===== src/rtl/core/frst_pkg.sv =====
`timescale 1ns / 1ps
// ----------------------------------------------------------------------------
// frst_pkg
// Shared widths, constants and types of the frame rate statistics tracker.
// ----------------------------------------------------------------------------
package frst_pkg;

  localparam int RATE_FRAC_BITS = 8;
  localparam int AVG_EXTRA_BITS = 16;

  localparam int RATE_W   = 18;
  localparam int COMP_W   = 20;
  localparam int NUM_COMP = 6;
  localparam int TIME_W   = 32;
  localparam int KEEP_W   = 16;
  localparam int WK_W     = KEEP_W + 1;
  localparam int Q16_SHIFT = 16;

  localparam int SUM_W = $clog2(NUM_COMP * ((1 << COMP_W) - 1) + 1);
  localparam int CNT_W = $clog2(NUM_COMP);

  localparam longint unsigned RATE_NUM_L = 64'd1000000 << RATE_FRAC_BITS;
  localparam int NUM_W    = $clog2(RATE_NUM_L + 1);
  localparam int DCNT_W   = $clog2(NUM_W);
  localparam logic [NUM_W-1:0] RATE_NUM = NUM_W'(RATE_NUM_L);

  localparam longint unsigned CAP_RAW_L   = 64'd999 << RATE_FRAC_BITS;
  localparam longint unsigned FIELD_MAX_L = (64'd1 << RATE_W) - 1;
  localparam logic [RATE_W-1:0] RATE_CAP =
    RATE_W'((CAP_RAW_L < FIELD_MAX_L) ? CAP_RAW_L : FIELD_MAX_L);

  localparam logic [SUM_W-1:0] SHORT_US = SUM_W'(100);

  localparam int AVG_W  = RATE_W + AVG_EXTRA_BITS;
  localparam int PROD_W = AVG_W + WK_W;
  localparam int ACC_W  = PROD_W + 1;

  localparam logic [WK_W-1:0]  ONE_Q16    = WK_W'(65536);
  localparam logic [ACC_W-1:0] ROUND_HALF = ACC_W'(32768);

  localparam int CFG_IDX_W  = 2;
  localparam int CFG_DATA_W = 16;
  localparam logic [CFG_IDX_W-1:0] CFG_DEDICATED = 2'd0;
  localparam logic [CFG_IDX_W-1:0] CFG_SETTLE    = 2'd1;
  localparam logic [CFG_IDX_W-1:0] CFG_KEEP      = 2'd2;

  localparam logic [15:0]       SETTLE_RESET = 16'd10000;
  localparam logic [KEEP_W-1:0] KEEP_RESET   = 16'd64881;

  typedef struct packed {
    logic mul_en;
    logic acc_init;
    logic acc_add;
  } mac_ctl_t;

endpackage


===== src/rtl/core/frst_in_if.sv =====
`timescale 1ns / 1ps
// ----------------------------------------------------------------------------
// frst_in_if
// Frame beat channel: activity, time stamp and six timing components.
// ----------------------------------------------------------------------------
interface frst_in_if;
  logic                         valid;
  logic                         ready;
  logic                         active;
  logic [frst_pkg::TIME_W-1:0]  now_ms;
  logic [frst_pkg::COMP_W-1:0]  input_us;
  logic [frst_pkg::COMP_W-1:0]  client_us;
  logic [frst_pkg::COMP_W-1:0]  render_us;
  logic [frst_pkg::COMP_W-1:0]  sound_us;
  logic [frst_pkg::COMP_W-1:0]  module_us;
  logic [frst_pkg::COMP_W-1:0]  exec_us;

  modport source (
    output valid, active, now_ms, input_us, client_us, render_us,
           sound_us, module_us, exec_us,
    input  ready
  );

  modport sink (
    input  valid, active, now_ms, input_us, client_us, render_us,
           sound_us, module_us, exec_us,
    output ready
  );
endinterface


===== src/rtl/core/frst_out_if.sv =====
`timescale 1ns / 1ps
// ----------------------------------------------------------------------------
// frst_out_if
// Statistics beat channel: counted flag, validity and five rate fields.
// ----------------------------------------------------------------------------
interface frst_out_if;
  logic                        valid;
  logic                        ready;
  logic                        counted;
  logic                        stats_valid;
  logic [frst_pkg::RATE_W-1:0] min_rate;
  logic [frst_pkg::RATE_W-1:0] max_rate;
  logic [frst_pkg::RATE_W-1:0] avg_rate;
  logic [frst_pkg::RATE_W-1:0] min_avg_rate;
  logic [frst_pkg::RATE_W-1:0] max_avg_rate;

  modport source (
    output valid, counted, stats_valid, min_rate, max_rate, avg_rate,
           min_avg_rate, max_avg_rate,
    input  ready
  );

  modport sink (
    input  valid, counted, stats_valid, min_rate, max_rate, avg_rate,
           min_avg_rate, max_avg_rate,
    output ready
  );
endinterface


===== src/rtl/core/frst_div.sv =====
`timescale 1ns / 1ps
// ----------------------------------------------------------------------------
// frst_div
// Bit-serial restoring divider: fixed rate numerator over the frame time sum.
// ----------------------------------------------------------------------------
module frst_div (
  input  logic                          clk,
  input  logic                          rst_n,
  input  logic                          start,
  input  logic [frst_pkg::SUM_W-1:0]    divisor,
  output logic                          done,
  output logic [frst_pkg::NUM_W-1:0]    quot
);

  logic                          busy_r, busy_nxt;
  logic                          done_r, done_nxt;
  logic [frst_pkg::DCNT_W-1:0]   cnt_r, cnt_nxt;
  logic [frst_pkg::SUM_W-1:0]    rem_r, rem_nxt;
  logic [frst_pkg::NUM_W-1:0]    quot_r, quot_nxt;
  logic [frst_pkg::SUM_W:0]      trial;
  logic                          ge;

  assign trial = {rem_r, frst_pkg::RATE_NUM[cnt_r]};
  assign ge    = (trial >= {1'b0, divisor});

  always_comb begin
    busy_nxt = busy_r;
    done_nxt = 1'b0;
    cnt_nxt  = cnt_r;
    rem_nxt  = rem_r;
    quot_nxt = quot_r;
    if (start) begin
      busy_nxt = 1'b1;
      cnt_nxt  = frst_pkg::DCNT_W'(frst_pkg::NUM_W - 1);
      rem_nxt  = '0;
      quot_nxt = '0;
    end else if (busy_r) begin
      rem_nxt  = ge ? frst_pkg::SUM_W'(trial - {1'b0, divisor})
                    : frst_pkg::SUM_W'(trial);
      quot_nxt = {quot_r[frst_pkg::NUM_W-2:0], ge};
      cnt_nxt  = cnt_r - 1'b1;
      if (cnt_r == '0) begin
        busy_nxt = 1'b0;
        done_nxt = 1'b1;
      end
    end
  end

  always_ff @(posedge clk) begin
    if (!rst_n) begin
      busy_r <= 1'b0;
      done_r <= 1'b0;
    end else begin
      busy_r <= busy_nxt;
      done_r <= done_nxt;
    end
    cnt_r  <= cnt_nxt;
    rem_r  <= rem_nxt;
    quot_r <= quot_nxt;
  end

  assign done = done_r;
  assign quot = quot_r;

endmodule


===== src/rtl/core/frst_mac.sv =====
`timescale 1ns / 1ps
// ----------------------------------------------------------------------------
// frst_mac
// Shared multiplier with product register and rounding accumulator.
// ----------------------------------------------------------------------------
module frst_mac (
  input  logic                        clk,
  input  frst_pkg::mac_ctl_t          ctl,
  input  logic [frst_pkg::AVG_W-1:0]  a,
  input  logic [frst_pkg::WK_W-1:0]   b,
  output logic [frst_pkg::ACC_W-1:0]  acc
);

  logic [frst_pkg::PROD_W-1:0] prod_r, prod_nxt;
  logic [frst_pkg::ACC_W-1:0]  acc_r, acc_nxt;

  always_comb begin
    prod_nxt = prod_r;
    acc_nxt  = acc_r;
    if (ctl.mul_en) begin
      prod_nxt = frst_pkg::PROD_W'(a) * frst_pkg::PROD_W'(b);
    end
    if (ctl.acc_init) begin
      acc_nxt = frst_pkg::ACC_W'(prod_r) + frst_pkg::ROUND_HALF;
    end else if (ctl.acc_add) begin
      acc_nxt = acc_r + (frst_pkg::ACC_W'(prod_r) << frst_pkg::AVG_EXTRA_BITS);
    end
  end

  always_ff @(posedge clk) begin
    prod_r <= prod_nxt;
    acc_r  <= acc_nxt;
  end

  assign acc = acc_r;

endmodule


===== src/rtl/core/frame_rate_statistics_tracker_core.sv =====
`timescale 1ns / 1ps
// ----------------------------------------------------------------------------
// frame_rate_statistics_tracker_core
// Frame rate tracker: instantaneous min/max, exponential average and its
// min/max, with a settle window after the client becomes active.
// ----------------------------------------------------------------------------
// One frame beat is taken at a time and yields one statistics beat. A frame
// that is skipped (inactive, dedicated mode, first active frame or inside the
// settle window) goes from accept to the output register through S_EMIT. A
// counted frame adds the timing components one per cycle, forms the rate in
// the bit-serial divider one quotient bit per cycle and updates the average
// on the shared multiplier and accumulator; a sum below 100 us skips the
// divider. The result sits in an output register, so the next frame is taken
// as soon as the sequencer is back in idle; it waits only if an earlier
// result has not been taken yet.
module frame_rate_statistics_tracker_core (
  input  logic                              clk,
  input  logic                              rst_n,
  frst_in_if.sink                           in_ch,
  frst_out_if.source                        out_ch,
  input  logic                              cfg_we,
  input  logic [frst_pkg::CFG_IDX_W-1:0]    cfg_index,
  input  logic [frst_pkg::CFG_DATA_W-1:0]   cfg_data
);

  typedef enum logic [3:0] {
    S_IDLE, S_SUM, S_RATE, S_DIV, S_MUL_OLD, S_MUL_NEW, S_ACC, S_UPD, S_EMIT
  } state_t;

  state_t                        state_r, state_nxt;
  logic [frst_pkg::CNT_W-1:0]    cnt_r, cnt_nxt;
  logic [frst_pkg::COMP_W-1:0]   comp_r   [frst_pkg::NUM_COMP];
  logic [frst_pkg::COMP_W-1:0]   comp_nxt [frst_pkg::NUM_COMP];
  logic [frst_pkg::SUM_W-1:0]    sum_r, sum_nxt;
  logic [frst_pkg::RATE_W-1:0]   rate_r, rate_nxt;
  logic [frst_pkg::AVG_W-1:0]    avg_r, avg_nxt;
  logic [frst_pkg::RATE_W-1:0]   min_rate_r, min_rate_nxt;
  logic [frst_pkg::RATE_W-1:0]   max_rate_r, max_rate_nxt;
  logic [frst_pkg::RATE_W-1:0]   min_avg_r, min_avg_nxt;
  logic [frst_pkg::RATE_W-1:0]   max_avg_r, max_avg_nxt;
  logic                          have_stats_r, have_stats_nxt;
  logic                          settle_started_r, settle_started_nxt;
  logic [frst_pkg::TIME_W-1:0]   deadline_r, deadline_nxt;
  logic                          counted_r, counted_nxt;

  logic                          ded_r, ded_nxt;
  logic [15:0]                   settle_ms_r, settle_ms_nxt;
  logic [frst_pkg::KEEP_W-1:0]   keep_r, keep_nxt;

  logic                          out_valid_r, out_valid_nxt;
  logic                          o_counted_r, o_counted_nxt;
  logic                          o_stats_r, o_stats_nxt;
  logic [frst_pkg::RATE_W-1:0]   o_min_r, o_min_nxt;
  logic [frst_pkg::RATE_W-1:0]   o_max_r, o_max_nxt;
  logic [frst_pkg::RATE_W-1:0]   o_avg_r, o_avg_nxt;
  logic [frst_pkg::RATE_W-1:0]   o_min_avg_r, o_min_avg_nxt;
  logic [frst_pkg::RATE_W-1:0]   o_max_avg_r, o_max_avg_nxt;

  logic                          in_beat;
  logic [frst_pkg::TIME_W-1:0]   left;
  logic                          window_done;
  logic                          div_start;
  logic                          div_done;
  logic [frst_pkg::NUM_W-1:0]    div_quot;
  frst_pkg::mac_ctl_t            mac_ctl;
  logic [frst_pkg::AVG_W-1:0]    mac_a;
  logic [frst_pkg::WK_W-1:0]     mac_b;
  logic [frst_pkg::ACC_W-1:0]    mac_acc;
  logic [frst_pkg::AVG_W-1:0]    target;
  logic [frst_pkg::AVG_W-1:0]    new_avg;
  logic [frst_pkg::RATE_W-1:0]   new_avg_q;

  assign in_ch.ready = (state_r == S_IDLE);
  assign in_beat     = in_ch.valid && in_ch.ready;
  assign left        = deadline_r - in_ch.now_ms;
  assign window_done = (left == '0) || left[frst_pkg::TIME_W-1];

  assign target    = frst_pkg::AVG_W'(rate_r) << frst_pkg::AVG_EXTRA_BITS;
  assign new_avg   = mac_acc[frst_pkg::Q16_SHIFT +: frst_pkg::AVG_W];
  assign new_avg_q = new_avg[frst_pkg::AVG_EXTRA_BITS +: frst_pkg::RATE_W];

  assign div_start = (state_r == S_RATE) && (sum_r >= frst_pkg::SHORT_US);

  always_comb begin
    mac_ctl.mul_en   = (state_r == S_MUL_OLD) || (state_r == S_MUL_NEW);
    mac_ctl.acc_init = (state_r == S_MUL_NEW);
    mac_ctl.acc_add  = (state_r == S_ACC);
    if (state_r == S_MUL_OLD) begin
      mac_a = have_stats_r ? avg_r : target;
      mac_b = frst_pkg::WK_W'(keep_r);
    end else begin
      mac_a = frst_pkg::AVG_W'(rate_r);
      mac_b = frst_pkg::ONE_Q16 - frst_pkg::WK_W'(keep_r);
    end
  end

  frst_div u_div (
    .clk     (clk),
    .rst_n   (rst_n),
    .start   (div_start),
    .divisor (sum_r),
    .done    (div_done),
    .quot    (div_quot)
  );

  frst_mac u_mac (
    .clk (clk),
    .ctl (mac_ctl),
    .a   (mac_a),
    .b   (mac_b),
    .acc (mac_acc)
  );

  // configuration writes
  always_comb begin
    ded_nxt       = ded_r;
    settle_ms_nxt = settle_ms_r;
    keep_nxt      = keep_r;
    if (cfg_we) begin
      unique case (cfg_index)
        frst_pkg::CFG_DEDICATED: ded_nxt       = cfg_data[0];
        frst_pkg::CFG_SETTLE:    settle_ms_nxt = cfg_data;
        frst_pkg::CFG_KEEP:      keep_nxt      = cfg_data;
        default: ;
      endcase
    end
  end

  always_comb begin
    state_nxt          = state_r;
    cnt_nxt            = cnt_r;
    comp_nxt           = comp_r;
    sum_nxt            = sum_r;
    rate_nxt           = rate_r;
    avg_nxt            = avg_r;
    min_rate_nxt       = min_rate_r;
    max_rate_nxt       = max_rate_r;
    min_avg_nxt        = min_avg_r;
    max_avg_nxt        = max_avg_r;
    have_stats_nxt     = have_stats_r;
    settle_started_nxt = settle_started_r;
    deadline_nxt       = deadline_r;
    counted_nxt        = counted_r;
    out_valid_nxt      = out_valid_r && !out_ch.ready;
    o_counted_nxt      = o_counted_r;
    o_stats_nxt        = o_stats_r;
    o_min_nxt          = o_min_r;
    o_max_nxt          = o_max_r;
    o_avg_nxt          = o_avg_r;
    o_min_avg_nxt      = o_min_avg_r;
    o_max_avg_nxt      = o_max_avg_r;

    unique case (state_r)
      S_IDLE: begin
        if (in_beat) begin
          counted_nxt = 1'b0;
          state_nxt   = S_EMIT;
          if (!ded_r) begin
            if (!in_ch.active) begin
              settle_started_nxt = 1'b0;
            end else if (!settle_started_r) begin
              settle_started_nxt = 1'b1;
              deadline_nxt       = in_ch.now_ms + frst_pkg::TIME_W'(settle_ms_r);
            end else if (window_done) begin
              counted_nxt = 1'b1;
              state_nxt   = S_SUM;
              cnt_nxt     = '0;
              sum_nxt     = '0;
              comp_nxt[0] = in_ch.input_us;
              comp_nxt[1] = in_ch.client_us;
              comp_nxt[2] = in_ch.render_us;
              comp_nxt[3] = in_ch.sound_us;
              comp_nxt[4] = in_ch.module_us;
              comp_nxt[5] = in_ch.exec_us;
            end
          end
        end
      end
      S_SUM: begin
        sum_nxt = sum_r + frst_pkg::SUM_W'(comp_r[0]);
        for (int i = 0; i < frst_pkg::NUM_COMP - 1; i++) begin
          comp_nxt[i] = comp_r[i+1];
        end
        comp_nxt[frst_pkg::NUM_COMP-1] = '0;
        cnt_nxt = cnt_r + 1'b1;
        if (cnt_r == frst_pkg::CNT_W'(frst_pkg::NUM_COMP - 1)) begin
          state_nxt = S_RATE;
        end
      end
      S_RATE: begin
        if (sum_r < frst_pkg::SHORT_US) begin
          rate_nxt  = frst_pkg::RATE_CAP;
          state_nxt = S_MUL_OLD;
        end else begin
          state_nxt = S_DIV;
        end
      end
      S_DIV: begin
        if (div_done) begin
          rate_nxt  = (div_quot > frst_pkg::NUM_W'(frst_pkg::RATE_CAP))
                      ? frst_pkg::RATE_CAP : div_quot[frst_pkg::RATE_W-1:0];
          state_nxt = S_MUL_OLD;
        end
      end
      S_MUL_OLD: state_nxt = S_MUL_NEW;
      S_MUL_NEW: state_nxt = S_ACC;
      S_ACC:     state_nxt = S_UPD;
      S_UPD: begin
        avg_nxt = new_avg;
        if (!have_stats_r) begin
          min_rate_nxt = rate_r;
          max_rate_nxt = rate_r;
          min_avg_nxt  = new_avg_q;
          max_avg_nxt  = new_avg_q;
        end else begin
          if (rate_r < min_rate_r)    min_rate_nxt = rate_r;
          if (rate_r > max_rate_r)    max_rate_nxt = rate_r;
          if (new_avg_q < min_avg_r)  min_avg_nxt  = new_avg_q;
          if (new_avg_q > max_avg_r)  max_avg_nxt  = new_avg_q;
        end
        have_stats_nxt = 1'b1;
        state_nxt      = S_EMIT;
      end
      S_EMIT: begin
        if (!out_valid_r || out_ch.ready) begin
          out_valid_nxt = 1'b1;
          o_counted_nxt = counted_r;
          o_stats_nxt   = have_stats_r;
          o_min_nxt     = min_rate_r;
          o_max_nxt     = max_rate_r;
          o_avg_nxt     = avg_r[frst_pkg::AVG_EXTRA_BITS +: frst_pkg::RATE_W];
          o_min_avg_nxt = min_avg_r;
          o_max_avg_nxt = max_avg_r;
          state_nxt     = S_IDLE;
        end
      end
      default: state_nxt = S_IDLE;
    endcase
  end

  always_ff @(posedge clk) begin
    if (!rst_n) begin
      state_r          <= S_IDLE;
      have_stats_r     <= 1'b0;
      settle_started_r <= 1'b0;
      deadline_r       <= '0;
      avg_r            <= '0;
      min_rate_r       <= '0;
      max_rate_r       <= '0;
      min_avg_r        <= '0;
      max_avg_r        <= '0;
      out_valid_r      <= 1'b0;
      ded_r            <= 1'b0;
      settle_ms_r      <= frst_pkg::SETTLE_RESET;
      keep_r           <= frst_pkg::KEEP_RESET;
    end else begin
      state_r          <= state_nxt;
      have_stats_r     <= have_stats_nxt;
      settle_started_r <= settle_started_nxt;
      deadline_r       <= deadline_nxt;
      avg_r            <= avg_nxt;
      min_rate_r       <= min_rate_nxt;
      max_rate_r       <= max_rate_nxt;
      min_avg_r        <= min_avg_nxt;
      max_avg_r        <= max_avg_nxt;
      out_valid_r      <= out_valid_nxt;
      ded_r            <= ded_nxt;
      settle_ms_r      <= settle_ms_nxt;
      keep_r           <= keep_nxt;
    end
    cnt_r       <= cnt_nxt;
    comp_r      <= comp_nxt;
    sum_r       <= sum_nxt;
    rate_r      <= rate_nxt;
    counted_r   <= counted_nxt;
    o_counted_r <= o_counted_nxt;
    o_stats_r   <= o_stats_nxt;
    o_min_r     <= o_min_nxt;
    o_max_r     <= o_max_nxt;
    o_avg_r     <= o_avg_nxt;
    o_min_avg_r <= o_min_avg_nxt;
    o_max_avg_r <= o_max_avg_nxt;
  end

  assign out_ch.valid        = out_valid_r;
  assign out_ch.counted      = o_counted_r;
  assign out_ch.stats_valid  = o_stats_r;
  assign out_ch.min_rate     = o_min_r;
  assign out_ch.max_rate     = o_max_r;
  assign out_ch.avg_rate     = o_avg_r;
  assign out_ch.min_avg_rate = o_min_avg_r;
  assign out_ch.max_avg_rate = o_max_avg_r;

`ifndef NO_ASSERTIONS
  a_counted_has_stats: assert property (@(posedge clk) disable iff (!rst_n)
    (out_ch.valid && out_ch.counted) |-> out_ch.stats_valid)
    else $error("counted beat without valid statistics");

  a_ordered_stats: assert property (@(posedge clk) disable iff (!rst_n)
    (out_ch.valid && out_ch.stats_valid) |->
      (out_ch.min_rate <= out_ch.max_rate) &&
      (out_ch.min_avg_rate <= out_ch.avg_rate) &&
      (out_ch.avg_rate <= out_ch.max_avg_rate))
    else $error("statistics out of order");

  a_rate_capped: assert property (@(posedge clk) disable iff (!rst_n)
    (state_r == S_UPD) |-> (rate_r <= frst_pkg::RATE_CAP))
    else $error("rate above cap");

  a_dedicated_keeps_window: assert property (@(posedge clk) disable iff (!rst_n)
    (in_beat && ded_r) |=> ($stable(settle_started_r) && $stable(deadline_r)))
    else $error("settle window changed in dedicated mode");
`endif

endmodule


===== src/flat_wrapper.sv =====
// flat-port wrapper written by rule: the top's interface ports become plain ports
module frame_rate_statistics_tracker_core_flat 
  (clk, rst_n, cfg_we, cfg_index, cfg_data, in_ch_valid, in_ch_active, in_ch_now_ms, in_ch_input_us, in_ch_client_us, in_ch_render_us, in_ch_sound_us, in_ch_module_us, in_ch_exec_us, in_ch_ready, out_ch_valid, out_ch_counted, out_ch_stats_valid, out_ch_min_rate, out_ch_max_rate, out_ch_avg_rate, out_ch_min_avg_rate, out_ch_max_avg_rate, out_ch_ready);
  frst_in_if in_ch_i ();
  frst_out_if out_ch_i ();
  input  logic clk;
  input  logic rst_n;
  input  logic cfg_we;
  input  logic [frst_pkg::CFG_IDX_W-1:0] cfg_index;
  input  logic [frst_pkg::CFG_DATA_W-1:0] cfg_data;
  input wire logic [$bits(in_ch_i.valid)-1:0] in_ch_valid;
  input wire logic [$bits(in_ch_i.active)-1:0] in_ch_active;
  input wire logic [$bits(in_ch_i.now_ms)-1:0] in_ch_now_ms;
  input wire logic [$bits(in_ch_i.input_us)-1:0] in_ch_input_us;
  input wire logic [$bits(in_ch_i.client_us)-1:0] in_ch_client_us;
  input wire logic [$bits(in_ch_i.render_us)-1:0] in_ch_render_us;
  input wire logic [$bits(in_ch_i.sound_us)-1:0] in_ch_sound_us;
  input wire logic [$bits(in_ch_i.module_us)-1:0] in_ch_module_us;
  input wire logic [$bits(in_ch_i.exec_us)-1:0] in_ch_exec_us;
  output wire logic [$bits(in_ch_i.ready)-1:0] in_ch_ready;
  output wire logic [$bits(out_ch_i.valid)-1:0] out_ch_valid;
  output wire logic [$bits(out_ch_i.counted)-1:0] out_ch_counted;
  output wire logic [$bits(out_ch_i.stats_valid)-1:0] out_ch_stats_valid;
  output wire logic [$bits(out_ch_i.min_rate)-1:0] out_ch_min_rate;
  output wire logic [$bits(out_ch_i.max_rate)-1:0] out_ch_max_rate;
  output wire logic [$bits(out_ch_i.avg_rate)-1:0] out_ch_avg_rate;
  output wire logic [$bits(out_ch_i.min_avg_rate)-1:0] out_ch_min_avg_rate;
  output wire logic [$bits(out_ch_i.max_avg_rate)-1:0] out_ch_max_avg_rate;
  input wire logic [$bits(out_ch_i.ready)-1:0] out_ch_ready;
  assign in_ch_i.valid = in_ch_valid;
  assign in_ch_i.active = in_ch_active;
  assign in_ch_i.now_ms = in_ch_now_ms;
  assign in_ch_i.input_us = in_ch_input_us;
  assign in_ch_i.client_us = in_ch_client_us;
  assign in_ch_i.render_us = in_ch_render_us;
  assign in_ch_i.sound_us = in_ch_sound_us;
  assign in_ch_i.module_us = in_ch_module_us;
  assign in_ch_i.exec_us = in_ch_exec_us;
  assign in_ch_ready = in_ch_i.ready;
  assign out_ch_valid = out_ch_i.valid;
  assign out_ch_counted = out_ch_i.counted;
  assign out_ch_stats_valid = out_ch_i.stats_valid;
  assign out_ch_min_rate = out_ch_i.min_rate;
  assign out_ch_max_rate = out_ch_i.max_rate;
  assign out_ch_avg_rate = out_ch_i.avg_rate;
  assign out_ch_min_avg_rate = out_ch_i.min_avg_rate;
  assign out_ch_max_avg_rate = out_ch_i.max_avg_rate;
  assign out_ch_i.ready = out_ch_ready;
  frame_rate_statistics_tracker_core u_core (.clk(clk), .rst_n(rst_n), .in_ch(in_ch_i), .out_ch(out_ch_i), .cfg_we(cfg_we), .cfg_index(cfg_index), .cfg_data(cfg_data));
endmodule

===== config.mk =====
export PLATFORM = sky130hd
export DESIGN_NAME = frame_rate_statistics_tracker_core_flat
export DESIGN_NICKNAME = d
export VERILOG_FILES = /design/src/rtl/core/frst_pkg.sv /design/src/rtl/core/frst_in_if.sv /design/src/rtl/core/frst_out_if.sv /design/src/rtl/core/frst_div.sv /design/src/rtl/core/frst_mac.sv /design/src/rtl/core/frame_rate_statistics_tracker_core.sv /design/src/flat_wrapper.sv
export SDC_FILE = /design/constraint.sdc
export NUM_CORES = 2
export LEC_CHECK = 0
export BUFFER_PORTS_ARGS = -buffer_cell sky130_fd_sc_hd__buf_4
export CAP_MARGIN = 0
export CORE_MARGIN = 2
export CORE_UTILIZATION = 45
export CTS_BUF_LIST = sky130_fd_sc_hd__clkbuf_4
export DETAILED_ROUTE_END_ITERATION = 16
export GPL_ROUTABILITY_DRIVEN = 0
export GPL_TIMING_DRIVEN = 0
export SYNTH_ARGS = -nofsm -noshare
export SYNTH_HDL_FRONTEND = slang
export SYNTH_HIERARCHICAL = 1
export SYNTH_SLANG_ARGS = --single-unit

===== constraint.sdc =====
create_clock -name clk -period 17.6 [get_ports clk]
set_clock_uncertainty 0.05 [all_clocks]
set_input_delay 3.52 -clock clk [delete_from_list [all_inputs] [get_ports clk]]
set_output_delay 3.52 -clock clk [all_outputs]
set_load 0.02 [all_outputs]

# Yosys cells after proc, flatten, opt, wreduce, memory -nomap -nowiden
# Memories as Yosys holds them, arrays and structs flattened. A register that Yosys moved wholly into a read port is not among the register bits.
# Cells that the tools add are included.
[word_totals]
register_bits = 596
rom_bits = 32
output_inout_bits = 94
word_cells = 174
memories = 1
[op_classes]
addsub = 9
mul = 1
n_lt_le_gt_ge = 9
n_eq_ne = 24
muxes = 57
bitwise = 5
n_reduce_logical = 31
[memory_table]
columns = ["name", "words", "word_bits", "read_ports", "rd_ports_with_merged_regs", "wr", "line", "text"]
rows = [
  ["(no name shown)", 32, 1, 1, 1, 0, "frst_div.sv:23", "assign trial = {rem_r, frst_pkg::RATE_NUM[cnt_r]};"],
]
[ops]
columns = ["op", "count"]
rows = [
  ["$mux W120", 5],
  ["$pmux W120 S2", 1],
  ["$mux W18", 11],
  ["$mux W23", 6],
  ["$mux W52", 2],
  ["$mux W34", 2],
  ["$add A51 B16 Y52 const B", 1],
  ["$add A52 B52 Y52", 1],
  ["$mul A34 B17 Y51", 1],
  ["$pmux W23 S2", 1],
  ["$gt A18 B18 Y1", 2],
  ["$lt A18 B18 Y1", 2],
  ["$pmux W18 S2", 1],
  ["$pmux W4 S9", 1],
  ["$add A32 B16 Y32", 1],
  ["$logic_not A32 Y1", 1],
  ["$mux W4", 8],
  ["$sub A32 B32 Y32", 1],
  ["$gt A28 B18 Y1 const B", 1],
  ["$ge A24 B23 Y1", 1],
  ["$add A23 B20 Y23", 1],
  ["$ge A23 B7 Y1 const B", 1],
  ["$lt A23 B7 Y1 const B", 1],
  ["$sub A23 B23 Y23", 1],
  ["other kinds (32)", 82],
]

# Logic depth before layout (Yosys ltp)
[logic_depth]
ltp_word = 9
depth_mapped = 32
mapped_depth_nobuf = 30

# Cells and area by module
# Netlist, hierarchy kept.
[modules_own_cells]
columns = ["module", "n_inst", "cells_per_inst", "area_each_um2"]
rows = [
  ["frst_mac", 1, 2698, 24379.6],
  ["frame_rate_statistics_tracker_core", 1, 2627, 23841.6],
  ["frst_div", 1, 437, 3679.8],
]

# Least setup slack after synthesis
# OpenSTA, ideal clock, no wires.
[synth_path]
path_kind = "input-to-reg"
startpoint = "in in_ch_now_ms[0]"
endpoint = "reg u_core/cnt_r[0] (netlist name), enable pin"
setup_time_ps = 713
arrival_time_ps = 12868
t_required_ps = 16837
path_slack_ps = 3969
path_stages = 11
path_buffers = 0
cell_sequence = "ha_1 > fa_1 > nor2b_1 > o311ai_1 > a211oi_2 > o21bai_2 > a2111oi_4 > mux2i_1 > nor4_4 > nand4_1 > a22oi_1"
[synth_between]
elab_chain_len = 5
[synth_lines]
columns = ["element", "line", "text"]
rows = [
  ["start: declaration", "flat_wrapper.sv:13", "input wire logic [$bits(in_ch_i.now_ms)-1:0] in_ch_now_ms;"],
  ["$sub A32 B32 Y32 (*)", "frame_rate_statistics_tracker_core.sv:75", "assign left = deadline_r - in_ch.now_ms;"],
  ["$logic_not A32 Y1", "frame_rate_statistics_tracker_core.sv:76", "assign window_done = (left == '0) || left[frst_pkg::TIME_W-1];"],
  ["$logic_or A1 B1 Y1 (*)", "frame_rate_statistics_tracker_core.sv:76", ""],
  ["$ne A2 B2 Y1 (no source line) (*)", "-", ""],
  ["$reduce_and A6 Y1 (no source line) (*)", "-", ""],
  ["end signal: assignment", "frame_rate_statistics_tracker_core.sv:271", "cnt_r <= cnt_nxt;"],
  ["end: declaration", "frame_rate_statistics_tracker_core.sv:31", "logic [frst_pkg::CNT_W-1:0] cnt_r, cnt_nxt;"],
]
# Mark *: on every way between the ends. The rest lies on a longest branch, timed or not.
# A chain may end at the register's enable or synchronous reset.

# Worst setup path in the final report
[layout_path]
startpoint = "reg u_core.have_stats_r"
endpoint = "reg u_core/u_mac/prod_r[49] (netlist name) (data pin)"
[layout_between]
elab_chain_len = 3
[layout_lines]
columns = ["element", "line", "text"]
rows = [
  ["start: declaration", "frame_rate_statistics_tracker_core.sv:41", "logic have_stats_r, have_stats_nxt;"],
  ["start signal: assignment", "frame_rate_statistics_tracker_core.sv:258", "have_stats_r <= have_stats_nxt;"],
  ["$mux W34", "frame_rate_statistics_tracker_core.sv:89", "mac_a = have_stats_r ? avg_r : target;"],
  ["$mux W34", "frame_rate_statistics_tracker_core.sv:88", "if (state_r == S_MUL_OLD) begin"],
  ["net u_core.mac_a (one bit)", "frame_rate_statistics_tracker_core.sv:66", "logic [frst_pkg::AVG_W-1:0] mac_a;"],
  ["$mul A34 B17 Y51", "frst_mac.sv:21", "prod_nxt = frst_pkg::PROD_W'(a) * frst_pkg::PROD_W'(b);"],
  ["end signal: assignment", "frst_mac.sv:31", "prod_r <= prod_nxt;"],
  ["end: declaration", "frst_mac.sv:14", "logic [frst_pkg::PROD_W-1:0] prod_r, prod_nxt;"],
]
# The timed path passes the listed nets, and every way through them passes these cells.

==> results.py <==
metrics = {
    "sta": {
        "slew_violations": 0,
        "finalCritPeriodShare": 0.568,
        "tightest_slew_ns": 1.40,
        "hold_viol_final": 0,
        "setup_violations": 0,
        "min_period_ns": 10.0,
        "slew_headroom": 0.0545,
        "timing.fmax_mhz": 100,
        "rsz0062_at_grt": "no",
    },
    "global_routing": {
        "grt_pass1_vias": 42400,
        "antenna_found_initial": 8,
        "overflow": 0,
        "grt_pass1_wl_um": 246000,
        "grt_start_max_net_pins": 68,
        "track_usage": 0.276,
    },
    "yosys": {
        "synthCells": 5685,
        "avgSynthCellArea_um2": 8.96,
        "syn_area_um2": 50900,
        "yosys_warnings": 6,
        "synth_nets": 6669,
    },
    "setup_path": {
        "worstPathRequired_ns": 18.42,
        "cp-start-kind": "flip-flop",
        "cpPeakStageDelay_ns": 0.59,
        "path_buf_inv": 8,
        "crit_family": "adder cells",
        "crit_arrival_ns": 10.81,
        "crit_fanout": 10,
        "cp-end-kind": "flip-flop",
        "crit_start": "u_core/have_stats_r",
        "cpMaxStageDelayCell": "clkbuf_1",
        "reg2reg_from": "u_core/have_stats_r",
        "worstSetupPathType": "reg2reg",
        "path_common_cell": "fa_1",
    },
    "final_layout": {
        "layout.filler_cells": 10800,
        "fin_area_um2": 57300,
        "finalNetCount": 7118,
        "synthToLayoutAreaGrowth_pct": 12.4,
        "drive_above_1_share": 0.105,
    },
    "place": {
        "dp_hpwl_um": 127000,
        "place_area_um2": 55100,
        "portBuffers": 269,
    },
    "min_path": {
        "min_from": "u_core/max_avg_r[12]",
        "hold_path.class": "reg2reg",
    },
    "cts": {
        "cts_setup_buffers": 0,
        "clk_pin_slew_ns": 0.07,
        "cts_buffer_depth": 3,
        "hold_buffers": 0,
        "cts_resized": 0,
        "clk_latency_ns": 1.12,
        "cts_sinks": 578,
        "cts_root_buf": "clkbuf_4",
        "cts_tree": "done",
        "numCtsBuffers": 160,
        "h-tree-depth": 4,
    },
    "detailed_routing": {
        "vias": 42400,
        "ant_nets": 0,
        "avgRoutedWirePerCell_um": 20.4,
        "drc": 0,
        "vias_per_cell": 5.45,
        "drtIter0Drc": 3393,
        "routed_wl_um": 158000,
        "dr.pass1.iters": 6,
    },
    "floorplan": {
        "fp.dieH_um": 340,
        "coreArea_um2": 112000,
        "die-area_um2": 116000,
        "io_pins": 270,
        "placementRows": 123,
        "start_util": 0.453,
        "die_w_um": 340,
    },
    "power_and_ir_drop": {
        "ir_drop_mv": 0.169,
        "powerDensity_nw_per_um2": 85.7,
        "power_mw": 4.91,
        "p_leak_nw": 25.3,
    },
    "run_status": {
        "status": "complete, no violations",
    },
    "flow_run": {
        "max_cap_viol_count": 0,
    },
}
## per-stage QoR
stage	utilization	setup slack (ns)	hold WS, ns	instances	setup TNS [ns]
final	0.510	7.60	0.389	7774	0
after global routing	0.510	7.13	0.429	7773	0
after CTS	0.510	7.70	0.406	7762	0
after detailed placement	0.491	7.77	0.398	7471	0
after global placement	0.488	-0.469	0.391	7454	-65.80
after floorplan	-	3.97	0.350	5685	0
## worst paths after layout
check                                                       to  slack, ns  depth (start not counted)
worst max-delay path                   u_core/u_mac/prod_r[49]       7.60                         27
worst min-delay path            u_core/out_ch.max_avg_rate[12]       0.39                          0
worst max register to register         u_core/u_mac/prod_r[49]       7.60                         27
worst min register to register  u_core/out_ch.max_avg_rate[12]       0.39                          0
## layout by cell type, fill, tap and decap left out, drive strengths merged, types with 21 or more instances in the layout
cell type / count
nand2b: 44
or4: 24
o21ai: 182
edfxtp: 341
ha: 324
a211oi: 52
a21oi: 278
inv: 781
mux2i: 98
dfxtp: 237
nand4: 43
o21a: 36
clkinv: 31
nand2: 984
buf: 321
nor4: 39
nand3: 169
xor2: 64
nor2b: 29
clkbuf: 502
fa: 484
o211ai: 25
xnor2: 116
a31oi: 46
a21o: 100
nor2: 242
or3: 21
nor3: 102
and2: 268
and3: 56
## sequential cells by signal (all words and copies together), names as in the netlist, 3 cells and up
register	flops
u_core/comp_r	120
u_core/u_mac/prod_r	50
u_core/avg_r	34
u_core/u_mac/acc	34
u_core/deadline_r	32
u_core/u_div/quot	28
u_core/sum_r	23
u_core/u_div/rem_r	23
u_core/max_avg_r	18
u_core/max_rate_r	18
u_core/min_avg_r	18
u_core/min_rate_r	18
u_core/out_ch.avg_rate	18
u_core/out_ch.max_avg_rate	18
u_core/out_ch.max_rate	18
u_core/out_ch.min_avg_rate	18
u_core/out_ch.min_rate	18
u_core/rate_r	18
u_core/keep_r	16
u_core/settle_ms_r	16
u_core/u_div/cnt_r	5
u_core/state_r	4
u_core/cnt_r	3
## report_power, final
group	switching, mW	internal [mW]	total [mW]	leakage, nW
Sequential	0.0290	1.56	1.59	5.12
Combinational	1.21	0.837	2.05	18.9
Clock	0.604	0.666	1.27	1.26
Total	1.84	3.07	4.91	25.3
## layout make-up
cell class,count,area [um2],area share
buffer,285,1110,0.0193
multi-input combinational,4046,32000,0.558
clock buffer,251,1880,0.0329
timing repair buffer,287,2270,0.0397
inverter,776,2910,0.0508
sequential,578,15000,0.262
tap,1500,1880,0.0328
clock inverter,40,233,0.00406
antenna,11,27.5,0.000480
## metal layers
layer / vias to the layer above / GRT usage / routed length (um)
met4: 2 / 0.118 / 6840
met3: 310 / 0.0556 / 11700
met2: 1556 / 0.445 / 72800
met1: 20700 / 0.360 / 66900
met5: - / 0 / 13
li1: 19900 / - / -
No activity file was read; power rests on OpenSTA's default activity.
